### src/hdl/cti_pkg.sv
`default_nettype none
// ----------------------------------------------------------------------------
// cti_pkg
// Shared types, character codes and the byte-wide CRC-32C update for the
// compact type id hash.
// ----------------------------------------------------------------------------
package cti_pkg;

   // crc-32c, reflected castagnoli
   localparam logic [31:0] CRC_INIT   = 32'hFFFF_FFFF;
   localparam logic [31:0] CRC_POLY   = 32'h82F6_3B78;
   localparam logic [31:0] HASH12_MASK = 32'h0000_0FFF;

   // character codes
   localparam logic [7:0] CHAR_DOT  = 8'h2E;
   localparam logic [7:0] CHAR_C    = 8'h63;
   localparam logic [7:0] CHAR_V    = 8'h76;
   localparam logic [7:0] CHAR_O    = 8'h6F;
   localparam logic [7:0] CHAR_ZERO = 8'h30;
   localparam logic [7:0] CHAR_NINE = 8'h39;

   // dot counter saturates here
   localparam logic [2:0] DOT_MAX = 3'd7;

   // input transfer
   typedef struct packed {
      logic [7:0] name_char;
      logic       last_char;
   } req_type;

   // result transfer
   typedef struct packed {
      logic [63:0] type_id;
      logic        id_valid;
   } rsp_type;

   // classified character
   typedef struct packed {
      logic [7:0] name_char;
      logic       last_char;
      logic       is_dot;
      logic       is_digit;
   } cls_type;

   // head of the front queue as seen by the back end
   typedef struct packed {
      logic    valid;
      cls_type item;
   } cls_q_type;

   // one byte into the running crc
   function automatic logic [31:0] crc_byte(input logic [31:0] crc, input logic [7:0] b);
      logic [31:0] c;
      c = crc ^ {24'd0, b};
      for (int k = 0; k < 8; k++) begin
         c = (c >> 1) ^ (c[0] ? CRC_POLY : 32'd0);
      end
      return c;
   endfunction

endpackage
`default_nettype wire

### src/hdl/cti_front.sv
`default_nettype none
// ----------------------------------------------------------------------------
// cti_front
// Accepts characters, classifies them as dot or digit and holds them in a
// two-entry queue for the hashing back end.
// ----------------------------------------------------------------------------
module cti_front import cti_pkg::*; (
   input  logic      clock,
   input  logic      reset,
   input  logic      push,
   output logic      full,
   input  req_type   req_data,
   output cls_q_type q_head,
   input  logic      q_pop
);

   cls_type    entry_ff [2];
   logic [1:0] count_ff, count_in;
   logic       wr_ptr_ff, wr_ptr_in;
   logic       rd_ptr_ff, rd_ptr_in;
   logic       do_push, do_pop;
   cls_type    cls;

   // classify the incoming character
   always_comb begin
      cls.name_char = req_data.name_char;
      cls.last_char = req_data.last_char;
      cls.is_dot    = (req_data.name_char == CHAR_DOT);
      cls.is_digit  = (req_data.name_char >= CHAR_ZERO) && (req_data.name_char <= CHAR_NINE);
   end

   // queue control
   assign full    = (count_ff == 2'd2);
   assign do_push = push && !full;
   assign do_pop  = q_pop && (count_ff != 2'd0);

   always_comb begin
      count_in  = count_ff;
      wr_ptr_in = wr_ptr_ff;
      rd_ptr_in = rd_ptr_ff;
      if (do_push) begin
         wr_ptr_in = !wr_ptr_ff;
      end
      if (do_pop) begin
         rd_ptr_in = !rd_ptr_ff;
      end
      case ({do_push, do_pop})
         2'b10:   count_in = count_ff + 2'd1;
         2'b01:   count_in = count_ff - 2'd1;
         default: count_in = count_ff;
      endcase
   end

   always_ff @(posedge clock) begin
      if (reset) begin
         count_ff  <= 2'd0;
         wr_ptr_ff <= 1'b0;
         rd_ptr_ff <= 1'b0;
      end else begin
         count_ff  <= count_in;
         wr_ptr_ff <= wr_ptr_in;
         rd_ptr_ff <= rd_ptr_in;
      end
   end

   // queue storage
   always_ff @(posedge clock) begin
      if (do_push) begin
         entry_ff[wr_ptr_ff] <= cls;
      end
   end

   // head to the back end
   assign q_head.valid = (count_ff != 2'd0);
   assign q_head.item  = entry_ff[rd_ptr_ff];

endmodule
`default_nettype wire

### src/hdl/cti_back.sv
`default_nettype none
// ----------------------------------------------------------------------------
// cti_back
// Runs the segment crcs, dot tracking and major version parse, builds the
// identifier on the last character and queues it for the consumer.
// ----------------------------------------------------------------------------
module cti_back import cti_pkg::*; (
   input  logic      clock,
   input  logic      reset,
   input  cls_q_type q_head,
   output logic      q_pop,
   output logic      empty,
   input  logic      pop,
   output rsp_type   rsp_data
);

   logic [31:0] root_ff, root_in;
   logic [31:0] sub_ff, sub_in;
   logic [31:0] first_ff, first_in;
   logic [31:0] second_ff, second_in;
   logic [31:0] snap_first0_ff, snap_first0_in;
   logic [31:0] snap_first1_ff, snap_first1_in;
   logic [31:0] snap_second0_ff, snap_second0_in;
   logic [31:0] snap_second1_ff, snap_second1_in;
   logic [2:0]  dots_ff, dots_in;
   logic [7:0]  acc_ff, acc_in;
   logic        open_ff, open_in;
   logic [7:0]  major_ff, major_in;

   rsp_type     rq_ff [2];
   logic [1:0]  rq_count_ff, rq_count_in;
   logic        rq_wr_ff, rq_wr_in;
   logic        rq_rd_ff, rq_rd_in;
   logic        rq_push, rq_pop;

   cls_type     it;
   logic [31:0] root_fin;
   logic [31:0] sub12, name12;
   rsp_type     result;

   assign it = q_head.item;

   // take a character unless it ends a name and the result queue is full
   assign q_pop = q_head.valid && (!it.last_char || (rq_count_ff != 2'd2));

   // segment state update
   always_comb begin
      root_in         = root_ff;
      sub_in          = sub_ff;
      first_in        = first_ff;
      second_in       = second_ff;
      snap_first0_in  = snap_first0_ff;
      snap_first1_in  = snap_first1_ff;
      snap_second0_in = snap_second0_ff;
      snap_second1_in = snap_second1_ff;
      dots_in         = dots_ff;
      acc_in          = acc_ff;
      open_in         = open_ff;
      major_in        = major_ff;

      if (dots_ff != 3'd0) begin
         first_in = crc_byte(first_ff, it.name_char);
      end
      if (dots_ff >= 3'd2) begin
         second_in = crc_byte(second_ff, it.name_char);
      end

      if (it.is_dot) begin
         // root closes with the fixed suffix at the first dot
         if (dots_ff == 3'd0) begin
            root_in = crc_byte(crc_byte(crc_byte(crc_byte(root_ff, CHAR_C), CHAR_V),
                                        CHAR_O), CHAR_ZERO);
         end
         snap_first0_in  = snap_first1_ff;
         snap_first1_in  = first_ff;
         snap_second0_in = snap_second1_ff;
         snap_second1_in = second_ff;
         major_in        = acc_ff;
         acc_in          = 8'd0;
         open_in         = 1'b1;
         if (dots_ff != DOT_MAX) begin
            dots_in = dots_ff + 3'd1;
         end
      end else begin
         if (dots_ff == 3'd0) begin
            root_in = crc_byte(root_ff, it.name_char);
         end
         if (dots_ff == 3'd1) begin
            sub_in = crc_byte(sub_ff, it.name_char);
         end
         // leading decimal digits, modulo 256
         if (open_ff && it.is_digit) begin
            acc_in = (acc_ff << 3) + (acc_ff << 1) + (it.name_char - CHAR_ZERO);
         end else begin
            open_in = 1'b0;
         end
      end
   end

   // identifier from the updated state
   always_comb begin
      root_fin = root_in ^ CRC_INIT;
      if (dots_in == 3'd3) begin
         sub12  = 32'd0;
         name12 = (snap_first0_in ^ CRC_INIT) & HASH12_MASK;
      end else begin
         sub12  = (sub_in ^ CRC_INIT) & HASH12_MASK;
         name12 = (snap_second0_in ^ CRC_INIT) & HASH12_MASK;
      end
      if (dots_in >= 3'd3) begin
         result.type_id  = {root_fin, sub12[11:0], name12[11:0], major_in};
         result.id_valid = 1'b1;
      end else begin
         result.type_id  = 64'd0;
         result.id_valid = 1'b0;
      end
   end

   // state registers, cleared after each name
   always_ff @(posedge clock) begin
      if (reset || (q_pop && it.last_char)) begin
         root_ff         <= CRC_INIT;
         sub_ff          <= CRC_INIT;
         first_ff        <= CRC_INIT;
         second_ff       <= CRC_INIT;
         snap_first0_ff  <= 32'd0;
         snap_first1_ff  <= 32'd0;
         snap_second0_ff <= 32'd0;
         snap_second1_ff <= 32'd0;
         dots_ff         <= 3'd0;
         acc_ff          <= 8'd0;
         open_ff         <= 1'b1;
         major_ff        <= 8'd0;
      end else if (q_pop) begin
         root_ff         <= root_in;
         sub_ff          <= sub_in;
         first_ff        <= first_in;
         second_ff       <= second_in;
         snap_first0_ff  <= snap_first0_in;
         snap_first1_ff  <= snap_first1_in;
         snap_second0_ff <= snap_second0_in;
         snap_second1_ff <= snap_second1_in;
         dots_ff         <= dots_in;
         acc_ff          <= acc_in;
         open_ff         <= open_in;
         major_ff        <= major_in;
      end
   end

   // result queue control
   assign rq_push = q_pop && it.last_char;
   assign rq_pop  = pop && (rq_count_ff != 2'd0);
   assign empty   = (rq_count_ff == 2'd0);

   always_comb begin
      rq_wr_in = rq_push ? !rq_wr_ff : rq_wr_ff;
      rq_rd_in = rq_pop ? !rq_rd_ff : rq_rd_ff;
      case ({rq_push, rq_pop})
         2'b10:   rq_count_in = rq_count_ff + 2'd1;
         2'b01:   rq_count_in = rq_count_ff - 2'd1;
         default: rq_count_in = rq_count_ff;
      endcase
   end

   always_ff @(posedge clock) begin
      if (reset) begin
         rq_count_ff <= 2'd0;
         rq_wr_ff    <= 1'b0;
         rq_rd_ff    <= 1'b0;
      end else begin
         rq_count_ff <= rq_count_in;
         rq_wr_ff    <= rq_wr_in;
         rq_rd_ff    <= rq_rd_in;
      end
   end

   // result queue storage
   always_ff @(posedge clock) begin
      if (rq_push) begin
         rq_ff[rq_wr_ff] <= result;
      end
   end

   assign rsp_data = rq_ff[rq_rd_ff];

endmodule
`default_nettype wire

### src/hdl/compact_type_id_hash.sv
`default_nettype none
// ----------------------------------------------------------------------------
// compact_type_id_hash
// Hashes a dotted data type name, one character per transfer, into a 64-bit
// compact identifier built from segment CRC-32C values and the major version.
//
//   channel   ports                         direction  transfer when
//   req       push, full, req_data          in         push && !full
//   rsp       empty, pop, rsp_data          out        pop && !empty
//
// One character per cycle sustained; a full result queue stalls only the
// last character of a name. A character reaches the crc stage from the head
// of a two-entry front queue, and a name's result is written into a
// two-entry result queue when its last character is hashed. The byte-wide
// crc update with the folded four-byte suffix sets the path. Reset clears
// the queues and the segment state; all hashing state also returns to its
// reset value after every last character.
// ----------------------------------------------------------------------------
module compact_type_id_hash import cti_pkg::*; (
   input  logic    clock,
   input  logic    reset,
   input  logic    push,
   output logic    full,
   input  req_type req_data,
   output logic    empty,
   input  logic    pop,
   output rsp_type rsp_data
);

   cls_q_type q_head;
   logic      q_pop;

   // accept and classify
   cti_front u_front (
      .clock    (clock),
      .reset    (reset),
      .push     (push),
      .full     (full),
      .req_data (req_data),
      .q_head   (q_head),
      .q_pop    (q_pop)
   );

   // hash and build results
   cti_back u_back (
      .clock    (clock),
      .reset    (reset),
      .q_head   (q_head),
      .q_pop    (q_pop),
      .empty    (empty),
      .pop      (pop),
      .rsp_data (rsp_data)
   );

endmodule
`default_nettype wire
### config.mk
export PLATFORM = sky130hd
export DESIGN_NAME = compact_type_id_hash
export DESIGN_NICKNAME = d
export VERILOG_FILES = /design/src/hdl/cti_pkg.sv /design/src/hdl/cti_front.sv /design/src/hdl/cti_back.sv /design/src/hdl/compact_type_id_hash.sv
export SDC_FILE = /design/constraint.sdc
export NUM_CORES = 1
export LEC_CHECK = 0
export ABC_AREA = 1
export BUFFER_PORTS_ARGS = -buffer_cell sky130_fd_sc_hd__buf_2
export CORE_MARGIN = 2
export CORE_UTILIZATION = 36
export DETAILED_ROUTE_END_ITERATION = 7
export HOLD_SLACK_MARGIN = 0.1
export PLACE_DENSITY = 0.51
export RECOVER_POWER = 100
export SETUP_SLACK_MARGIN = 0.3
export SYNTH_ARGS = -nofsm -noshare
export SYNTH_HDL_FRONTEND = slang
export SYNTH_SLANG_ARGS = --single-unit
### constraint.sdc
create_clock -name clock -period 5.5 [get_ports clock]
set_input_delay 0.825 -clock clock [delete_from_list [all_inputs] [get_ports clock]]
set_output_delay 0.825 -clock clock [all_outputs]
set_load 0.03 [all_outputs]
[Word level (Yosys, flattened, before mapping)]
Memories as Yosys holds them, arrays and structs flattened. A register that Yosys moved wholly into a read port is not among the register bits.
Cells that the tools add are included.
Storage, ports and cells
  bits in registers: 284
  memory bits (writable): 152
  bits of input ports: 13
  output and inout bits: 67
  word-level logic and storage cells: 238
  memories kept: 2
Memories
  u_back.rq_ff: depth 2, bits a word 65, read ports 1, clocked after Yosys merged registers in 1, wr ports 1, line cti_back.sv:30  | rsp_type rq_ff [2];
  u_front.entry_ff: depth 2, bits a word 11, read ports 1, clocked after Yosys merged registers in 1, wr ports 1, line cti_front.sv:17  | cls_type entry_ff [2];
Operators by class
  add/sub/neg operators: 8
  $lt $le $gt $ge: 4
  equality and inequality tests: 11
  mux-type cells: 91
  bitwise operators: 76
  reduce and logical (&&, ||, !) cells: 28
Operator list (count)
  32-bit two-way mux: 71
  31-bit by 32-bit XOR with 32-bit output: 64
  32-bit by 8-bit XOR with 32-bit output: 4
  65-bit two-way mux: 1
  12-bit inverter: 3
  32-bit inverter: 1
  12-bit two-way mux: 2
  8-bit two-way mux: 3
  8-bit adder: 2
  1-bit two-way mux: 10
  2-bit AND reduction: 5
  2-bit nonzero test: 5
  8-bit by 6-bit == test with 1-bit output, second input constant: 1
  8-bit by 6-bit >= comparator with 1-bit output, second input constant: 1
  8-bit by 6-bit <= comparator with 1-bit output, second input constant: 1
  2-bit case mux with 2 select lines: 2
  8-bit by 6-bit subtractor with 8-bit output, second input constant: 1
  1-bit logical AND: 7
  2-bit == test, second input constant: 3
  3-bit by 2-bit >= comparator with 1-bit output, second input constant: 2
  1-bit logical NOT: 6
  3-bit two-way mux: 2
  6-bit inverter: 1
  5-bit inverter: 1
  15 further kinds: 19

[Depth between registers and ports, before layout]
Gate-level depths: netlist of the first run.
  word-level depth: 70
  depth in mapped cells: 45
  gate-level depth less buffers: 44

[Cells and area by module]
A second synthesis of the first run with hierarchy kept.
Unflattened totals
  cell total of the unflattened synthesis: 3161
  area total of the unflattened synthesis: 24204.5 µm²
By module, submodules not included
  cti_back: times used 1, cells an instance 3079, area an instance 23048.4 µm², seq. area each 7927.6 µm²
  cti_front: times used 1, cells an instance 82, area an instance 1156.1 µm², seq. area each 760.7 µm²

[Worst setup path after synthesis of the first run]
Ideal clock, no wire load.
  path kind: register -> register
  from: register (tool-made name)
  to: memory u_back.rq_ff[0][0] (netlist bit), enable pin
  library setup time: 0.488 ns
  data arrival time: 3.809 ns
  data required time: 5.012 ns
  slack: 1.203 ns
  cell stages (with the launch flop): 9
  path buffers: 1
  clock period less this slack: 4.297 ns
  path through: dfxtp_1 clkbuf_1 nand2_1 nand2_1 nand3_1 o21ai_1 inv_1 nand2_1 nor2_1
RTL lines (line)
  to (decl): cti_back.sv:30

==> results of run 1 <==
Yosys cell counts (all sizes together):
master	n
nand2	985
xor2	337
inv	235
nand3	214
dfxtp	206
a21oi	202
edfxtp	152
o21ai	150
xnor2	149
nor2	111
clkbuf	85
mux2	65
or2	42
buf	33
o211ai	21
o22ai	21
ha	17
o21a	10
o221ai	8
mux2i	7
fa	5
nand3b	5
nor3	5
a221oi	4
a31oi	3
clkinv	3
nand4	3
o21bai	3
a211oi	2
a22oi	2
nand2b	2
a21o	1
and2	1
and3	1
o2111ai	1
o31ai	1
xnor3	1
layout make-up:
cell class | instances | area [um2]
inverters | 238 | 913.4
fillers | 6746 | 38440
well taps | 864 | 1081
clock inverters | 18 | 215.2
flip-flops and latches | 358 | 8703
multi-input cells | 2380 | 14070
clock buffers | 53 | 1100
repair buffers | 192 | 1226
cells in the final DEF (no fill, tap or decap), drive strengths merged, types with 21 or more instances in the layout:
cell	synthesis	layout
a21oi	202	202
buf	33	132
clkbuf	85	113
dfxtp	206	206
edfxtp	152	152
inv	235	235
mux2	65	65
nand2	985	986
nand3	214	214
nor2	111	111
o211ai	21	21
o21ai	150	150
o22ai	21	21
or2	42	42
xnor2	149	149
xor2	337	337
flip-flops by register name (all words and copies together) (netlist names), 22 cells and up, named ones only:
signal,flops
u_back.rq_ff,130
u_back.first_ff,32
u_back.root_ff,32
u_back.second_ff,32
u_back.sub_ff,32
u_front.entry_ff,22
logic make-up after synthesis:
| logic type | count (synthesis) | synth area share |
|---|---|---|
| multiplexers | 72 | 0.03352 |
| AO/OA/AOI/OAI | 429 | 0.09758 |
| AND/OR/NAND/NOR | 1369 | 0.2507 |
| flip-flops | 358 | 0.3631 |
| XOR/XNOR | 487 | 0.1803 |
| adder cells (fa/ha/maj) | 22 | 0.01307 |
| buffers and inverters | 356 | 0.06176 |
worst max-delay path: cells and delay by family (launching register included):
kind                   cells  cell delay [ns]
XOR/XNOR                   5             1.10
buffers and inverters      3             0.43
flip-flops                 1             0.42
AND/OR/NAND/NOR           22             2.65
metrics by stage:
step,std cells,cell area (um2),setup WS (ns)
after floorplan,3093,23930,1.203
after global placement,3990,25470,0.04163
after detailed placement,3990,25470,0.04658
after CTS,4061,26820,0.3007
after global routing,4103,27310,0.1565
final,4103,27310,0.5075
repair_timing:
| action | in CTS | in global routing |
|---|---|---|
| gates resized for setup | 12 | 78 |
| setup buffers | 0 | 41 |
| setup endpoints to repair | 55 | 83 |
| pin swaps | 1 | 18 |
| gates cloned | 0 | 1 |
layer usage:
layer | vias to the layer above | share of wire | wire length (um) | global-route usage
met5 | - | 0.00011 | 8 | 0
met4 | 2 | 0.022 | 1705 | 0.05098
met3 | 84 | 0.042 | 3195 | 0.02595
met2 | 446 | 0.48 | 36610 | 0.3723
met1 | 9899 | 0.45 | 34550 | 0.2927
li1 | 10230 | - | - | -
worst paths after layout:
check | end | from
max reg2reg | u_back.rq_ff[0][34] | u_back.root_ff[4]
max | u_back.rq_ff[0][34] | u_back.root_ff[4]
min reg2reg | u_back.snap_second1_ff[10] | u_back.snap_second1_ff[10]
min | u_front.count_ff[0] | reset
==> results.toml, run 1 <==
[status]
status = "finished, violations left"
violations = "capacitance limit, slew limit"

[worst_hold_path]
hp-class = "primary input to flip-flop"
whs_path_depth = 2

[sta]
hold_viol = 0
grt_setup_unrepaired = "no"
final_max_slew_viol_count = 229
min_period_over_period = 0.9077
setup_tns_ns = 0
whs_ns = 0.4440
slew_headroom = -0.3856
layout_min_cycle_time_ns = 4.993
worstMarginPinSlew_ns = 2.073
finClkSkew_ns = 0.02586
setup_viol = 0
clock.fmax_ghz = 0.2003

[worst_setup_path]
worst_path_most_repeated_cell = "nand2_1"
path_class = "flip-flop to flip-flop"
end_kind = "flip-flop"
critPathRequiredTime_ns = 5.69
cpPeakStageDelay_ns = 0.42
rr_worst_depth = 30
crit_path_start_kind = "flip-flop"
critPathMaxFanout = 9
r2r_slack_ns = 0.51
crit_path_top_delay_cell = "dfxtp_2"
critPathArrivalTime_ns = 5.18

[clock_tree]
numCtsBuffers = 40
ctsHoldBuffers = 0
root_buffer = "clkbuf_16"
h-tree-depth = 2
clk_latency_ns = 0.57
clk_pin_slew_ns = 0.06
cts_buffer_depth = 3
cts_tree = "built"
cts_sinks = 358

[yosys]
ys_top_cells_by_area = "edfxtp_1, dfxtp_1, nand2_1, xor2_1, xnor2_1"
synth.distinct_cells = 52
synth_seq_cells = 358
synth_top_area_cell = "edfxtp_1"
syn_avg_cell_area_um2 = 7.735
synth_top_area_frac = 0.1908
syn-num-nets = 3128
ys_seq_area_frac = 0.3631
yosys_warnings = 0
netlist_instances = 3093
synth_area_um2 = 23930

[global_route]
grt_usage = 0.2176
grt_pass1_wl_um = 115600
overflow = 0
grt_max_degree = 100
antenna_found_initial = 3
first_global_vias = 19340

[routing]
route.detailed.drc = 0
antenna_left = 0
routedWlPerCell_um = 18.54
drt_iter0_drc = 1359
vias = 20660
drt-vias-per-instance = 5.035
firstDrtPassIters = 7
finalWirelength_um = 76070

[floorplanning]
die-area_um2 = 68540
die_x_um = 261.8
core_um2 = 65750
start_util = 0.3639
ios = 80
die_h_um = 261.8
rows = 94

[layout]
final_util = 0.4154
area_growth_pct = 14.14
insertedDiodeCount = 0
drive_above_1_share = 0.1479
nets = 3245

[place]
port_buffers = 79
dp_hpwl_um = 55770
place_congestion = 0.9224

[job]
maxCapViolCount = 6
Power of run 1 is left out: the tool's default activity adds up to more than one toggle a clock period on the data nets, which glitch-free logic cannot reach.
==> run 2, diff against run 1 <==
- RECOVER_POWER: 100 -> unset
==> results.toml, run 2 (same netlist as run 1, synthesis figures left out) <==
[status]
status = "finished clean"

[floorplanning]
die-area_um2 = 68540
ios = 80
die_x_um = 261.8
start_util = 0.3639
rows = 94
die_h_um = 261.8
core_um2 = 65750

[layout]
drive_above_1_share = 0.1757
registers.top_by_ff_count = "u_back.rq_ff"
final_common_cell = "nand2_1"
nets = 3245
final_cell_mix = "nand2_1, xor2_1, inv_1"
insertedDiodeCount = 0
area_growth_pct = 14.87
fillCellCount = 6704
final_util = 0.4180
largest_register_ffs = 130

[worst_setup_path]
crit_path_top_delay_cell = "dfxtp_2"
r2r_slack_ns = 0.53
worst_path_most_repeated_cell = "nand2_1"
end_kind = "flip-flop"
critPathRequiredTime_ns = 5.74
crit_path_start_kind = "flip-flop"
crit-reg2reg-capture = "u_back.rq_ff[1][34]"
rr_worst_depth = 30
path_class = "flip-flop to flip-flop"
r2r_start = "u_back.root_ff[4]"
cpPeakStageDelay_ns = 0.43
critPathMaxFanout = 9
critPathArrivalTime_ns = 5.21

[clock_tree]
cts_buffer_depth = 3
cts_sinks = 358
clk_latency_ns = 0.57
ctsHoldBuffers = 0
numCtsBuffers = 40
root_buffer = "clkbuf_16"
h-tree-depth = 2
clk_pin_slew_ns = 0.07
cts_tree = "built"

[global_route]
antenna_found_initial = 2
first_global_vias = 19340
grt_pass1_wl_um = 115600
grt_max_degree = 100
overflow = 0
grt_usage = 0.2176

[sta]
slew_headroom = 0.2341
setup_viol = 0
grt_setup_unrepaired = "no"
layout_min_cycle_time_ns = 4.974
hold_viol = 0
whs_ns = 0.4417
min_period_over_period = 0.9044
worstMarginPinSlew_ns = 1.127
clock.fmax_ghz = 0.2010
final_max_slew_viol_count = 0
setup_tns_ns = 0
finClkSkew_ns = 0.03047
fin_ws_ns = 0.5260

[routing]
vias = 20660
firstDrtPassIters = 6
route.detailed.drc = 0
antenna_left = 0
finalWirelength_um = 76090
drt-vias-per-instance = 5.036
drt_iter0_drc = 1458
routedWlPerCell_um = 18.55

[place]
port_buffers = 79
dp_hpwl_um = 55770
place_congestion = 0.9224
pre_cts_slack_ns = 0.04658

[worst_hold_path]
hp-class = "primary input to flip-flop"
whs_path_depth = 2
hold_end = "u_front.count_ff[0]"
min_from = "reset"

[job]
maxCapViolCount = 0
-- run 2: cell count changes in the layout (fill, tap and decap cells not counted), moves of 3 or more --
cell	change
buf_4	+7
clkbuf_2	-4
nand2_1	-3
clkbuf_1	-54
buf_2	+51
mux2_1	-23
mux2_2	+23
nor2_4	+3
-- run 2: per-stage QoR --
step	area (um2)	instances
final	27480	4103
after detailed placement	25470	3990
after global routing	27480	4103
after global placement	25470	3990
after CTS	26820	4061
after floorplan	23930	3093
-- run 2: worst max-delay path: cells and delay by family, from the launching register on --
kind / cells / cell delay (ns)
XOR/XNOR: 5 / 1.11
AND/OR/NAND/NOR: 22 / 2.70
buffers and inverters: 3 / 0.43
flip-flops: 1 / 0.43
-- run 2: final cells by class --
cell class                 count  area [um2]  area share
clock buffer                  53        1100     0.04002
timing repair buffer         192        1336     0.04862
sequential                   358        8705      0.3167
clock inverter                18       215.2    0.007831
inverter                     238       913.4     0.03323
multi-input combinational   2380       14130      0.5142
tap                          864        1081     0.03934
-- run 2: worst max-delay path by stage --
stage                                to              start  slack [ns]  cells past startpoint
floorplan            u_back.rq_ff[0][0]          flip-flop        1.20                      8
global placement    u_back.rq_ff[0][34]  u_back.root_ff[0]        0.04                     29
detailed placement  u_back.rq_ff[1][34]  u_back.root_ff[0]        0.05                     29
CTS                 u_back.rq_ff[1][34]  u_back.root_ff[2]        0.30                     30
global route        u_back.rq_ff[0][50]  u_back.root_ff[2]        0.28                     37
finish              u_back.rq_ff[1][34]  u_back.root_ff[4]        0.53                     30
-- run 2: routing by layer --
metal  wire (um)  vias up  GRT usage  share of wire
met4        1771        2    0.05098          0.023
li1            -    10240          -              -
met2       36560      447     0.3723           0.48
met1       34860     9882     0.2927           0.46
met3        2891       93    0.02595          0.038
met5           8        -          0        0.00011
-- run 2: timing repair --
| action | 4_1_cts | 5_1_grt |
|---|---|---|
| pin swaps | 1 | 18 |
| resized for setup | 12 | 78 |
| endpoints found under the setup margin | 55 | 83 |
| gates cloned | 0 | 1 |
| buffers inserted | 0 | 41 |
Power of run 2 is left out for the same reason.
==> run 3, diff against run 2 <==
--- a/config.mk
+++ b/config.mk
@@ -12,7 +12,9 @@
 export DETAILED_ROUTE_END_ITERATION = 7
 export HOLD_SLACK_MARGIN = 0.1
+export MAX_ROUTING_LAYER = met4
 export PLACE_DENSITY = 0.51
 export SETUP_SLACK_MARGIN = 0.3
 export SYNTH_ARGS = -nofsm -noshare
 export SYNTH_HDL_FRONTEND = slang
+export SYNTH_HIERARCHICAL = 1
 export SYNTH_SLANG_ARGS = --single-unit
==> constraint.sdc (replaced) <==
create_clock -name clock -period 5.5 [get_ports clock]
set_input_delay 0.825 -clock clock [delete_from_list [all_inputs] [get_ports clock]]
set_output_delay 0.825 -clock clock [all_outputs]
set_load 0.005 [all_outputs]
==> results.toml, run 3 <==
[status]
status = "finished clean"

[routing]
vias = 20520
route.detailed.drc = 0
drt-vias-per-instance = 4.948
routedWlPerCell_um = 18.02
antenna_left = 0
finalWirelength_um = 74720
drt_iter0_drc = 1484
firstDrtPassIters = 8

[floorplanning]
die_x_um = 263.3
die_h_um = 263.3
start_util = 0.3617
rows = 95
core_um2 = 66920
ios = 80
die-area_um2 = 69320

[layout]
final_cell_mix = "nand2_1, xor2_1, inv_1"
drive_above_1_share = 0.1585
nets = 3277
largest_register_ffs = 130
final_util = 0.4075
final_cells = 4147
final_common_cell = "nand2_1"
area_growth_pct = 12.68
insertedDiodeCount = 0
registers.top_by_ff_count = "u_back/rq_ff"

[yosys]
synth_top_area_cell = "edfxtp_1"
synth-edff-count = 152
syn_avg_cell_area_um2 = 7.657
synth_area_um2 = 24200
netlist_instances = 3161
synth.distinct_cells = 59
synth_ff_type = "dfxtp_1"
yosys_warnings = 6
async_flop_share = 0
synth_top_area_frac = 0.1886
ys_top_cells_by_area = "edfxtp_1, dfxtp_1, nand2_1, xor2_1, nand3_1"
syn-num-nets = 3196
synthMostInstantiatedCell = "nand2_1"
netlist_top_cells_count = "nand2_1, xor2_1, inv_1, nand3_1, dfxtp_1"
synth_seq_cells = 358
ys_seq_area_frac = 0.3590

[worst_setup_path]
crit_path_start_kind = "flip-flop"
r2r_slack_ns = 0.63
worst_path_most_repeated_cell = "nand2_1"
worstSetupStartpoint = "u_back/root_ff[7]"
critPathMaxFanout = 9
rr_worst_depth = 30
critPathRequiredTime_ns = 5.78
critPathArrivalTime_ns = 5.16
crit_path_top_delay_cell = "dfxtp_1"
worstSetupEndpoint = "u_back/rq_ff[0][48]"
crit-reg2reg-capture = "u_back/rq_ff[0][48]"
r2r_start = "u_back/root_ff[7]"
end_kind = "flip-flop"
cpPeakStageDelay_ns = 0.49
path_class = "flip-flop to flip-flop"

[clock_tree]
cts_tree = "built"
cts_buffer_depth = 3
root_buffer = "clkbuf_16"
numCtsBuffers = 40
clk_latency_ns = 0.57
clk_pin_slew_ns = 0.06
h-tree-depth = 2
cts_sinks = 358

[sta]
hold_viol = 0
grt_setup_unrepaired = "no"
slew_headroom = 0.2195
layout_min_cycle_time_ns = 4.873
worstMarginPinSlew_ns = 1.169
clock.fmax_ghz = 0.2052
setup_tns_ns = 0
finClkSkew_ns = 0.02065
min_period_over_period = 0.8860
final_max_slew_viol_count = 0
setup_viol = 0

[global_route]
met1_usage = 0.2787
grt_pass1_wl_um = 116900
first_global_vias = 19910
grt_busiest_layer = "met2"
grt_use_met2 = 0.3642
grt_max_degree = 150
antenna_found_initial = 0
overflow = 0
grt_usage = 0.2202
met3_usage = 0.02077

[worst_hold_path]
hp-class = "flip-flop to flip-flop"

[place]
dp_hpwl_um = 54240
place_congestion = 0.9599
place_inst = 4058
port_buffers = 79

[job]
maxCapViolCount = 0
## run 3: cell families (layout without fill, tap and decap cells)
kind of cell,count (synthesis),in the layout,synth area share
AO/OA/AOI/OAI,424,424,0.09532
XOR/XNOR,452,452,0.1655
adder cells (fa/ha/maj),22,22,0.01292
buffers and inverters,373,485,0.06353
flip-flops,358,358,0.3590
multiplexers,84,84,0.04022
AND/OR/NAND/NOR,1448,1449,0.2635
## run 3: worst min-delay path by stage
stage,from,endpoint,slack [ns],depth (start not counted)
final,u_back/snap_first1_ff[8],u_back/snap_first1_ff[8],0.45,2
after global routing,req_data[0],u_front/entry_ff[0][2],0.44,1
after CTS,reset,u_back/rq_count_ff[1],0.44,2
after detailed placement,u_back/rq_rd_ff,flip-flop,0.44,1
after global placement,u_back/snap_second1_ff[7],u_back/snap_second1_ff[7],0.44,2
after floorplan,u_back/snap_first1_ff[0],u_back/snap_first1_ff[0],0.42,2
## run 3: area by class of cell
class	instances	area (um2)
clock buffer	61	1182
timing repair buffer	157	1035
multi-input combinational	2431	14140
inverter	254	985.9
fill	6957	39650
sequential	358	8702
tap	873	1092
clock inverter	13	135.1
## run 3: what timing repair did
item / in CTS / in global routing
gates resized for setup: 3 / 33
hold buffers: 0 / 0
gates cloned: 0 / 1
setup endpoints to repair: 65 / 86
pin swaps: 0 / 5
setup buffers: 0 / 14
## run 3: layer usage
layer	up-vias	wire length [um]
li1	10400	-
met3	127	2525
met4	0	2903
met2	429	35870
met5	-	0
met1	9565	33430
## run 3: through the flow
step	instance area [um2]	hold WS (ns)	setup WS [ns]
final	27270	0.4456	0.6268
after global routing	27270	0.4427	0.2686
after CTS	27030	0.4351	0.3324
after detailed placement	25700	0.4356	-0.03232
after global placement	25700	0.4359	-0.07777
after floorplan	24200	0.4244	1.134
## run 3: critical path, delay by kind of cell, from the launching register on
kind / cells / cell delay [ns]
AND/OR/NAND/NOR: 22 / 2.47
flip-flops: 1 / 0.49
AO/OA/AOI/OAI: 1 / 0.22
XOR/XNOR: 3 / 0.75
buffers and inverters: 4 / 0.63
Power of run 3 is left out for the same reason.
